==> src/hdl/ulst_pkg.sv <==
// shared constants, codes and types for the unique list engine
package ulst_pkg;

    localparam int DEPTH    = 16;
    localparam int IDX_W    = (DEPTH > 1) ? $clog2(DEPTH) : 1;
    localparam int CNT_W    = $clog2(DEPTH + 1);

    localparam int KIND_W   = 4;
    localparam int VAL_W    = 32;
    localparam int POS_W    = 5;
    localparam int STAT_W   = 3;
    localparam int FIDX_W   = 4;
    localparam int SPREAD_W = 32;

    // position arithmetic width, wide enough for both the field and the count
    localparam int EP_W     = (CNT_W > POS_W) ? CNT_W : POS_W;

    localparam int IN_USER_W  = KIND_W;
    localparam int IN_DATA_W  = ((VAL_W + POS_W + 7) / 8) * 8;
    localparam int OUT_BITS   = STAT_W + FIDX_W + CNT_W + SPREAD_W;
    localparam int OUT_DATA_W = ((OUT_BITS + 7) / 8) * 8;
    localparam int OUT_PAD_W  = OUT_DATA_W - OUT_BITS;
    localparam int IN_PAD_W   = IN_DATA_W - VAL_W - POS_W;

    // min/max reduction tree
    localparam int TREE_LVLS = (DEPTH > 1) ? $clog2(DEPTH) : 1;
    localparam int TREE_N    = 1 << TREE_LVLS;
    localparam int LVL_W     = $clog2(TREE_LVLS + 1);

    // command queue between front and back
    localparam int Q_DEPTH  = 2;
    localparam int Q_PTR_W  = $clog2(Q_DEPTH);
    localparam int Q_CNT_W  = $clog2(Q_DEPTH + 1);

    typedef enum logic [KIND_W-1:0] {
        KIND_CLEAR     = 4'd0,
        KIND_SEARCH    = 4'd1,
        KIND_INS_END   = 4'd2,
        KIND_INS_START = 4'd3,
        KIND_INS_POS   = 4'd4,
        KIND_RM_END    = 4'd5,
        KIND_RM_START  = 4'd6,
        KIND_RM_POS    = 4'd7,
        KIND_RM_VALUE  = 4'd8
    } kind_t;

    typedef enum logic [3:0] {
        OP_NOP,
        OP_CLEAR,
        OP_SEARCH,
        OP_INS_END,
        OP_INS_START,
        OP_INS_POS,
        OP_RM_END,
        OP_RM_START,
        OP_RM_POS,
        OP_RM_VALUE
    } op_t;

    typedef enum logic [STAT_W-1:0] {
        ST_OK      = 3'd0,
        ST_FULL    = 3'd1,
        ST_EMPTY   = 3'd2,
        ST_BADPOS  = 3'd3,
        ST_DUP     = 3'd4,
        ST_MISSING = 3'd5
    } status_t;

    typedef struct packed {
        op_t                     op;
        logic signed [VAL_W-1:0] value;
        logic [POS_W-1:0]        position;
    } cmd_t;

endpackage

==> src/hdl/ulst_front.sv <==
// front end: takes beats, decodes the kind and queues commands for the back end
module ulst_front
    import ulst_pkg::*;
(
    input  logic                 clk,
    input  logic                 rst_n,
    input  logic                 s_axis_tvalid,
    output logic                 s_axis_tready,
    input  logic [IN_USER_W-1:0] s_axis_tuser,
    input  logic [IN_DATA_W-1:0] s_axis_tdata,
    output logic                 q_valid,
    input  logic                 q_ready,
    output cmd_t                 q_cmd
);

    cmd_t               q_mem_reg [Q_DEPTH];
    logic [Q_PTR_W-1:0] wr_ptr_reg, wr_ptr_next;
    logic [Q_PTR_W-1:0] rd_ptr_reg, rd_ptr_next;
    logic [Q_CNT_W-1:0] count_reg, count_next;
    cmd_t               in_cmd;
    logic               push;
    logic               pop;

    always_comb
    begin
        in_cmd.value    = s_axis_tdata[VAL_W-1:0];
        in_cmd.position = s_axis_tdata[VAL_W+POS_W-1:VAL_W];
        case (s_axis_tuser)
            KIND_CLEAR:     in_cmd.op = OP_CLEAR;
            KIND_SEARCH:    in_cmd.op = OP_SEARCH;
            KIND_INS_END:   in_cmd.op = OP_INS_END;
            KIND_INS_START: in_cmd.op = OP_INS_START;
            KIND_INS_POS:   in_cmd.op = OP_INS_POS;
            KIND_RM_END:    in_cmd.op = OP_RM_END;
            KIND_RM_START:  in_cmd.op = OP_RM_START;
            KIND_RM_POS:    in_cmd.op = OP_RM_POS;
            KIND_RM_VALUE:  in_cmd.op = OP_RM_VALUE;
            default:        in_cmd.op = OP_NOP;
        endcase
    end

    assign s_axis_tready = (count_reg != Q_CNT_W'(Q_DEPTH));
    assign q_valid       = (count_reg != '0);
    assign q_cmd         = q_mem_reg[rd_ptr_reg];
    assign push          = s_axis_tvalid && s_axis_tready;
    assign pop           = q_valid && q_ready;

    always_comb
    begin
        wr_ptr_next = wr_ptr_reg;
        rd_ptr_next = rd_ptr_reg;
        count_next  = count_reg;
        if (push)
        begin
            wr_ptr_next = wr_ptr_reg + 1'b1;
        end
        if (pop)
        begin
            rd_ptr_next = rd_ptr_reg + 1'b1;
        end
        if (push && !pop)
        begin
            count_next = count_reg + 1'b1;
        end
        else if (pop && !push)
        begin
            count_next = count_reg - 1'b1;
        end
    end

    always_ff @(posedge clk or negedge rst_n)
    begin
        if (!rst_n)
        begin
            wr_ptr_reg <= '0;
            rd_ptr_reg <= '0;
            count_reg  <= '0;
        end
        else
        begin
            wr_ptr_reg <= wr_ptr_next;
            rd_ptr_reg <= rd_ptr_next;
            count_reg  <= count_next;
        end
    end

    always_ff @(posedge clk)
    begin
        if (push)
        begin
            q_mem_reg[wr_ptr_reg] <= in_cmd;
        end
    end

endmodule

==> src/hdl/ulst_back.sv <==
// back end: runs list commands, reduces min/max for the spread, holds the result beat
module ulst_back
    import ulst_pkg::*;
(
    input  logic                  clk,
    input  logic                  rst_n,
    input  logic                  q_valid,
    output logic                  q_ready,
    input  cmd_t                  q_cmd,
    output logic                  m_axis_tvalid,
    input  logic                  m_axis_tready,
    output logic [OUT_DATA_W-1:0] m_axis_tdata
);

    typedef enum logic [6:0] {
        S_IDLE   = 7'b0000001,
        S_MATCH  = 7'b0000010,
        S_EXEC   = 7'b0000100,
        S_LOAD   = 7'b0001000,
        S_REDUCE = 7'b0010000,
        S_DIFF   = 7'b0100000,
        S_OUT    = 7'b1000000
    } state_t;

    state_t                  state_reg, state_next;
    logic signed [VAL_W-1:0] entries_reg [DEPTH];
    logic signed [VAL_W-1:0] entries_next [DEPTH];
    logic [CNT_W-1:0]        used_reg, used_next;
    cmd_t                    cmd_reg, cmd_next;
    logic [DEPTH-1:0]        match_reg, match_next;
    logic signed [VAL_W-1:0] lo_reg [TREE_N];
    logic signed [VAL_W-1:0] lo_next [TREE_N];
    logic signed [VAL_W-1:0] hi_reg [TREE_N];
    logic signed [VAL_W-1:0] hi_next [TREE_N];
    logic [LVL_W-1:0]        lvl_reg, lvl_next;
    status_t                 res_status_reg, res_status_next;
    logic [FIDX_W-1:0]       res_fidx_reg, res_fidx_next;
    logic                    out_valid_reg, out_valid_next;
    logic [OUT_DATA_W-1:0]   out_data_reg, out_data_next;

    logic                    pop;
    logic                    hit;
    logic [IDX_W-1:0]        hit_idx;
    logic                    is_ins;
    logic                    is_rm;
    logic [EP_W-1:0]         eff_pos;
    logic [EP_W-1:0]         used_ext;
    status_t                 exec_status;
    logic [SPREAD_W-1:0]     spread;

    assign q_ready       = (state_reg == S_IDLE) || ((state_reg == S_OUT) && m_axis_tready);
    assign pop           = q_valid && q_ready;
    assign m_axis_tvalid = out_valid_reg;
    assign m_axis_tdata  = out_data_reg;
    assign used_ext      = EP_W'(used_reg);

    // execute-stage decode, uses the registered match vector
    always_comb
    begin
        hit     = |match_reg;
        hit_idx = '0;
        for (int i = DEPTH - 1; i >= 0; i--)
        begin
            if (match_reg[i])
            begin
                hit_idx = IDX_W'(i);
            end
        end

        is_ins = (cmd_reg.op == OP_INS_END) || (cmd_reg.op == OP_INS_START)
              || (cmd_reg.op == OP_INS_POS);
        is_rm  = (cmd_reg.op == OP_RM_END) || (cmd_reg.op == OP_RM_START)
              || (cmd_reg.op == OP_RM_POS) || (cmd_reg.op == OP_RM_VALUE);

        case (cmd_reg.op)
            OP_INS_END:  eff_pos = used_ext;
            OP_INS_POS:  eff_pos = EP_W'(cmd_reg.position);
            OP_RM_END:   eff_pos = used_ext - EP_W'(1);
            OP_RM_POS:   eff_pos = EP_W'(cmd_reg.position);
            OP_RM_VALUE: eff_pos = EP_W'(hit_idx);
            default:     eff_pos = '0;
        endcase

        exec_status = ST_OK;
        if (is_ins)
        begin
            if (used_reg >= CNT_W'(DEPTH))
            begin
                exec_status = ST_FULL;
            end
            else if (eff_pos > used_ext)
            begin
                exec_status = ST_BADPOS;
            end
            else if (hit)
            begin
                exec_status = ST_DUP;
            end
        end
        else if (is_rm)
        begin
            if (used_reg == '0)
            begin
                exec_status = ST_EMPTY;
            end
            else if ((cmd_reg.op == OP_RM_VALUE) && !hit)
            begin
                exec_status = ST_MISSING;
            end
            else if (eff_pos >= used_ext)
            begin
                exec_status = ST_BADPOS;
            end
        end
        else if (cmd_reg.op == OP_SEARCH)
        begin
            if (!hit)
            begin
                exec_status = ST_MISSING;
            end
        end
    end

    always_comb
    begin
        spread = (used_reg == '0) ? '0 : SPREAD_W'(hi_reg[0] - lo_reg[0]);
    end

    always_comb
    begin
        state_next      = state_reg;
        used_next       = used_reg;
        cmd_next        = cmd_reg;
        match_next      = match_reg;
        lvl_next        = lvl_reg;
        res_status_next = res_status_reg;
        res_fidx_next   = res_fidx_reg;
        out_valid_next  = out_valid_reg;
        out_data_next   = out_data_reg;
        for (int i = 0; i < DEPTH; i++)
        begin
            entries_next[i] = entries_reg[i];
        end
        for (int i = 0; i < TREE_N; i++)
        begin
            lo_next[i] = lo_reg[i];
            hi_next[i] = hi_reg[i];
        end

        if (pop)
        begin
            cmd_next = q_cmd;
        end

        case (state_reg)
            S_IDLE:
            begin
                if (pop)
                begin
                    state_next = S_MATCH;
                end
            end
            S_MATCH:
            begin
                for (int i = 0; i < DEPTH; i++)
                begin
                    match_next[i] = (entries_reg[i] == cmd_reg.value)
                                 && (CNT_W'(i) < used_reg);
                end
                state_next = S_EXEC;
            end
            S_EXEC:
            begin
                res_status_next = exec_status;
                res_fidx_next   = ((cmd_reg.op == OP_SEARCH) && hit) ? FIDX_W'(hit_idx) : '0;
                if (cmd_reg.op == OP_CLEAR)
                begin
                    used_next = '0;
                    for (int i = 0; i < DEPTH; i++)
                    begin
                        entries_next[i] = '0;
                    end
                end
                else if (is_ins && (exec_status == ST_OK))
                begin
                    // open a slot at the position by shifting the tail up
                    for (int i = 1; i < DEPTH; i++)
                    begin
                        if (EP_W'(i) > eff_pos)
                        begin
                            entries_next[i] = entries_reg[i-1];
                        end
                    end
                    for (int i = 0; i < DEPTH; i++)
                    begin
                        if (EP_W'(i) == eff_pos)
                        begin
                            entries_next[i] = cmd_reg.value;
                        end
                    end
                    used_next = used_reg + 1'b1;
                end
                else if (is_rm && (exec_status == ST_OK))
                begin
                    // slots past the count hold zero, so the top slot refills with zero
                    for (int i = 0; i < DEPTH - 1; i++)
                    begin
                        if (EP_W'(i) >= eff_pos)
                        begin
                            entries_next[i] = entries_reg[i+1];
                        end
                    end
                    entries_next[DEPTH-1] = '0;
                    used_next = used_reg - 1'b1;
                end
                state_next = S_LOAD;
            end
            S_LOAD:
            begin
                // unused leaves copy slot zero so they never win
                for (int i = 0; i < TREE_N; i++)
                begin
                    if ((i < DEPTH) && (CNT_W'(i) < used_reg))
                    begin
                        lo_next[i] = entries_reg[(i < DEPTH) ? i : 0];
                        hi_next[i] = entries_reg[(i < DEPTH) ? i : 0];
                    end
                    else
                    begin
                        lo_next[i] = entries_reg[0];
                        hi_next[i] = entries_reg[0];
                    end
                end
                lvl_next   = '0;
                state_next = S_REDUCE;
            end
            S_REDUCE:
            begin
                for (int i = 0; i < TREE_N / 2; i++)
                begin
                    lo_next[i] = (lo_reg[2*i+1] < lo_reg[2*i]) ? lo_reg[2*i+1] : lo_reg[2*i];
                    hi_next[i] = (hi_reg[2*i+1] > hi_reg[2*i]) ? hi_reg[2*i+1] : hi_reg[2*i];
                end
                lvl_next = lvl_reg + 1'b1;
                if (lvl_reg == LVL_W'(TREE_LVLS - 1))
                begin
                    state_next = S_DIFF;
                end
            end
            S_DIFF:
            begin
                out_data_next  = {{OUT_PAD_W{1'b0}}, spread, used_reg, res_fidx_reg,
                                  res_status_reg};
                out_valid_next = 1'b1;
                state_next     = S_OUT;
            end
            S_OUT:
            begin
                if (m_axis_tready)
                begin
                    out_valid_next = 1'b0;
                    state_next     = pop ? S_MATCH : S_IDLE;
                end
            end
            default:
            begin
                state_next     = S_IDLE;
                out_valid_next = 1'b0;
            end
        endcase
    end

    always_ff @(posedge clk or negedge rst_n)
    begin
        if (!rst_n)
        begin
            state_reg     <= S_IDLE;
            used_reg      <= '0;
            out_valid_reg <= 1'b0;
            for (int i = 0; i < DEPTH; i++)
            begin
                entries_reg[i] <= '0;
            end
        end
        else
        begin
            state_reg     <= state_next;
            used_reg      <= used_next;
            out_valid_reg <= out_valid_next;
            for (int i = 0; i < DEPTH; i++)
            begin
                entries_reg[i] <= entries_next[i];
            end
        end
    end

    always_ff @(posedge clk)
    begin
        cmd_reg        <= cmd_next;
        match_reg      <= match_next;
        lvl_reg        <= lvl_next;
        res_status_reg <= res_status_next;
        res_fidx_reg   <= res_fidx_next;
        out_data_reg   <= out_data_next;
        for (int i = 0; i < TREE_N; i++)
        begin
            lo_reg[i] <= lo_next[i];
            hi_reg[i] <= hi_next[i];
        end
    end

endmodule

==> src/hdl/unique_array_list_engine_core.sv <==
// top level of the unique list engine: command front end, queue and execution back end
//
//  channel  | dir | tdata (low bit up)                              | tuser
//  s_axis   | in  | value[31:0], position[36:32], zero pad to 40    | kind[3:0]
//  m_axis   | out | status[2:0], found_index[6:3], entry_count[11:7],| -
//           |     | spread[43:12], zero pad to 48                   |
//
// an item runs through the back end in order (match, execute, tree load, one reduce step per
// min/max tree level over 16 entries, difference) and then waits in the output register
// until taken; the next queued command starts in the cycle the result beat goes out.
// a two-entry command queue accepts beats while the back end works or stalls, until it is full.
// reset (rst_n low, asynchronous) empties the queue, zeroes the list and the count.
module unique_array_list_engine_core
    import ulst_pkg::*;
(
    input  logic                  clk,
    input  logic                  rst_n,
    input  logic                  s_axis_tvalid,
    output logic                  s_axis_tready,
    input  logic [IN_USER_W-1:0]  s_axis_tuser,   // kind
    input  logic [IN_DATA_W-1:0]  s_axis_tdata,   // value, position
    output logic                  m_axis_tvalid,
    input  logic                  m_axis_tready,
    output logic [OUT_DATA_W-1:0] m_axis_tdata    // status, found_index, entry_count, spread
);

    logic q_valid;
    logic q_ready;
    cmd_t q_cmd;

    ulst_front u_front (
        .clk           (clk),
        .rst_n         (rst_n),
        .s_axis_tvalid (s_axis_tvalid),
        .s_axis_tready (s_axis_tready),
        .s_axis_tuser  (s_axis_tuser),
        .s_axis_tdata  (s_axis_tdata),
        .q_valid       (q_valid),
        .q_ready       (q_ready),
        .q_cmd         (q_cmd)
    );

    ulst_back u_back (
        .clk           (clk),
        .rst_n         (rst_n),
        .q_valid       (q_valid),
        .q_ready       (q_ready),
        .q_cmd         (q_cmd),
        .m_axis_tvalid (m_axis_tvalid),
        .m_axis_tready (m_axis_tready),
        .m_axis_tdata  (m_axis_tdata)
    );

endmodule

==> config.mk <==
export PLATFORM = sky130hd
export DESIGN_NAME = unique_array_list_engine_core
export DESIGN_NICKNAME = d
export VERILOG_FILES = /design/src/hdl/ulst_pkg.sv /design/src/hdl/ulst_front.sv /design/src/hdl/ulst_back.sv /design/src/hdl/unique_array_list_engine_core.sv
export SDC_FILE = /design/constraint.sdc
export NUM_CORES = 2
export LEC_CHECK = 0
export BUFFER_PORTS_ARGS = -buffer_cell sky130_fd_sc_hd__buf_4
export CAP_MARGIN = 20
export CORE_MARGIN = 2
export CORE_UTILIZATION = 26
export CTS_CLUSTER_SIZE = 14
export DETAILED_ROUTE_END_ITERATION = 6
export HOLD_SLACK_MARGIN = 0.1
export MAX_ROUTING_LAYER = met4
export PLACE_DENSITY_LB_ADDON = 0.2
export SLEW_MARGIN = 20
export SYNTH_ARGS = -nofsm -noshare
export SYNTH_HDL_FRONTEND = slang
export SYNTH_HIERARCHICAL = 1
export SYNTH_SLANG_ARGS = --single-unit
export TNS_END_PERCENT = 5
==> constraint.sdc <==
create_clock -name clk -period 14.4 [get_ports clk]
set_input_delay 0 -clock clk [delete_from_list [all_inputs] [get_ports clk]]
set_output_delay 0 -clock clk [all_outputs]
set_load 0.02 [all_outputs]
==> flow_metrics.tcl <==
set metrics [dict create \
    status "finished, final reports clean" \
    grt_overflow 0 \
    p_sw_mw 10.5 \
    hold_start "s_axis_tuser[2]" \
    cp_data_required_time_ns 15.13 \
    finalHoldViolCount 0 \
    whs_ns 0.200 \
    yosysWarnings 6 \
    ys_ff_latch 1490 \
    yosysUniqueCellTypes 89 \
    start_util_pct 26.0 \
    path_buf_inv 4 \
    critPathLaunch "u_back/used_ext[0]$_DFFE_PN0P_" \
    clock_tree.root_cell "clkbuf_16" \
    path_class "register to register" \
    drive_above_1_share_pct 13.0 \
    min_period_ns 7.72 \
    dpl.hpwl_um 309000 \
    ios 98 \
    slowest_delay_ns 0.93 \
    clkTransAtPathRegs_ns 0.06 \
    grt_pass1_vias 72000 \
    clockBufferDepth 4 \
    power.share.sequential_pct 32.8 \
    cts_tree "yes" \
    start_kind "register" \
    syn_inst 9241 \
    drv_slew 0 \
    arrival_ns 8.46 \
    synth_area_sq_um 92500 \
    internal-power_mw 11.6 \
    hold_buffers 90 \
    fillers 37000 \
    end_kind "register" \
    path_cells "inv_1, ha_1, nor2_1, a221oi_1, o21a_1, inv_1, ha_1, nand2b_1, a21oi_1, o31a_1, nor3_1, o21a_1, or4_4, buf_4, buf_4, o21ai_0, mux2_2" \
    synth.yosys.seq_area_share_pct 45.5 \
    design.core.area_sq_um 355000 \
    async_reset_ff_share_pct 35.5 \
    path_delay_family "buffers and inverters" \
    clock-sinks 1490 \
    wire_per_inst_um 29.7 \
    relSlewSlack_pct 12.7 \
    setup_viol 0 \
    fmax_mhz 129 \
    cap_violations 0 \
    die-height_um 600 \
    drc 0 \
    fin_util_pct 29.6 \
    fin_nets 9539 \
    cts-htree-levels 4 \
    hold_class "primary input to register" \
    crit_slowest_cell "dfrtp_1" \
    drtPass1Iterations 6 \
    synth_edf_count 961 \
    viasPerCell 5.36 \
    p_leak_nw 42.2 \
    dp_cells 13500 \
    grt_first_pass_wirelength_um 578000 \
    pwr-share-comb_pct 45.9 \
    reg2reg_slack_ns 6.68 \
    path_depth 17 \
    whs_path_depth 4 \
    ant_nets 0 \
    antenna_found_initial 26 \
    synth.avg_cell_area_sq_um 10.0 \
    period_share_pct 53.6 \
    routed_wl_um 415000 \
    first_iter_violations 8383 \
    worstPathMaxFanout 93 \
    fin_cells 14000 \
    power.total_mw 22.1 \
    rows 219 \
    rsz0062_at_grt "false" \
    gp_congestion 1.02 \
    grt_usage_pct 22.9 \
    tightest_slew_ns 1.30 \
    via_count 74900 \
    cts-buffers-inserted 186 \
    pwr-share-clk_pct 21.3 \
    worstRegToRegCells 17 \
    peakVddDrop_v 0.000178 \
    power_density_nw_per_um2 210 \
    skew_ns 0.0534 \
    synth-main-ff-cell "edfxtp_1" \
    clk-insertion-delay-late_ns 0.89 \
    io_buffers 90 \
    setup-tns-final_ns 0 \
    switching_share_pct 47.6 \
    areaGrowthSynthToFinish_pct 13.8 \
    die-area_sq_um 361000 \
    post-cts-setup-buffers 0 \
    reg2reg_from "u_back/used_ext[0]$_DFFE_PN0P_" \
    fp.dieW_um 600 \
    cts_resized 0 \
    grt_max_degree 202 \
]
-- power by group through the flow --
stage	Combinational [mW]	Clock [mW]	Sequential [mW]
6_report	10.2	4.72	7.26
3_5_place_dp	9.94	0	7.28
4_1_cts	9.99	4.82	7.20
2_1_floorplan	6.04	0	6.45
5_1_grt	10.6	4.98	7.31
3_3_place_gp	9.86	0	7.26
-- path summary, 6_finish.rpt --
| path | to |
|---|---|
| worst max-delay path | u_back/entries_reg[99]$_DFFE_PN0P_ |
| worst min-delay path | u_front/q_mem_reg[0][40]$_DFFE_PP_ |
| worst max register to register | u_back/entries_reg[99]$_DFFE_PN0P_ |
| worst min register to register | u_back/m_axis_tdata[4]$_DFFE_PP_ |
| max in group asynchronous | u_back/entries_reg[192]$_DFFE_PN0P_ |
| min in group asynchronous | u_back/entries_reg[89]$_DFFE_PN0P_ |
-- synth_stat cells, drive strengths merged (85+ instances only) --
cell type / number / share of area [%]
nor4: 128 / 0.93
edfxtp: 961 / 31
nor2: 730 / 3.0
a21o: 85 / 0.69
mux2: 505 / 6.3
ha: 426 / 5.8
a31oi: 358 / 2.4
o21ai: 383 / 2.1
nand4: 127 / 0.86
clkbuf: 584 / 2.4
nand2: 833 / 3.4
inv: 416 / 1.7
and3: 142 / 0.96
mux2i: 517 / 5.6
a311oi: 122 / 1.2
a21oi: 458 / 2.5
nand3: 340 / 1.8
dfrtp: 528 / 14
xor2: 351 / 3.3
nor3: 204 / 1.1
buf: 199 / 1.1
xnor2: 190 / 1.8
a211oi: 89 / 0.74
-- layout by cell type, fill, tap and decap left out, types with 200 or more instances in the layout --
cell type	instances
a21oi_1	448
o21ai_0	343
xor2_1	351
ha_1	426
nor3_1	200
nor2_1	726
dfrtp_1	526
nand3_1	338
mux2_2	441
inv_1	413
a31oi_1	355
buf_4	316
edfxtp_1	961
mux2i_1	514
nand2_1	828
-- cell families after synthesis --
kind of cell,count (synthesis),share of synthesized area (%)
buffers and inverters,1199,5.12
DFF,1490,45.5
AOI/OAI and AO/OA,1884,13.2
other,1,0.00405
and+or+nand+nor,2677,13.4
muxes,1022,11.9
xor gates and xnor gates,541,5.12
adders and majority gates,427,5.78
-- layout make-up --
cell class,instances,area [sq um],share of cell area [%]
multi-input combinational,6555,46300,44.0
clock buffer,266,5240,4.98
tap,4751,5940,5.65
clock inverter,72,666,0.632
timing repair buffer,415,3460,3.28
sequential,1490,42100,40.0
inverter,416,1570,1.49
antenna,11,27.5,0.0261
-- through the flow --
| step | setup WS (ns) | area [sq um] |
|---|---|---|
| finish | 6.68 | 105000 |
| global route | 6.25 | 105000 |
| detailed placement | 6.91 | 98400 |
| floorplan | 2.52 | 92500 |
| CTS | 6.89 | 105000 |
| global placement | 7.02 | 98400 |
-- tightest hold or removal path, stage by stage --
cell	delay, ns
dlygate4sd3_1	0.53
buf_4	0.12
nand3b_1	0.11
o21ai_0	0.12
-- per-layer routing --
metal | global-route usage [%] | routed length, um | vias up | share of wire, %
met1 | 31.4 | 185000 | 37500 | 45
met2 | 32.9 | 175000 | 3335 | 42
met3 | 3.43 | 31000 | 613 | 7.5
li1 | - | - | 33400 | -
met5 | - | 0 | - | 0
met4 | 11.3 | 23800 | 0 | 5.7
(Power assumes the default switching activity.)
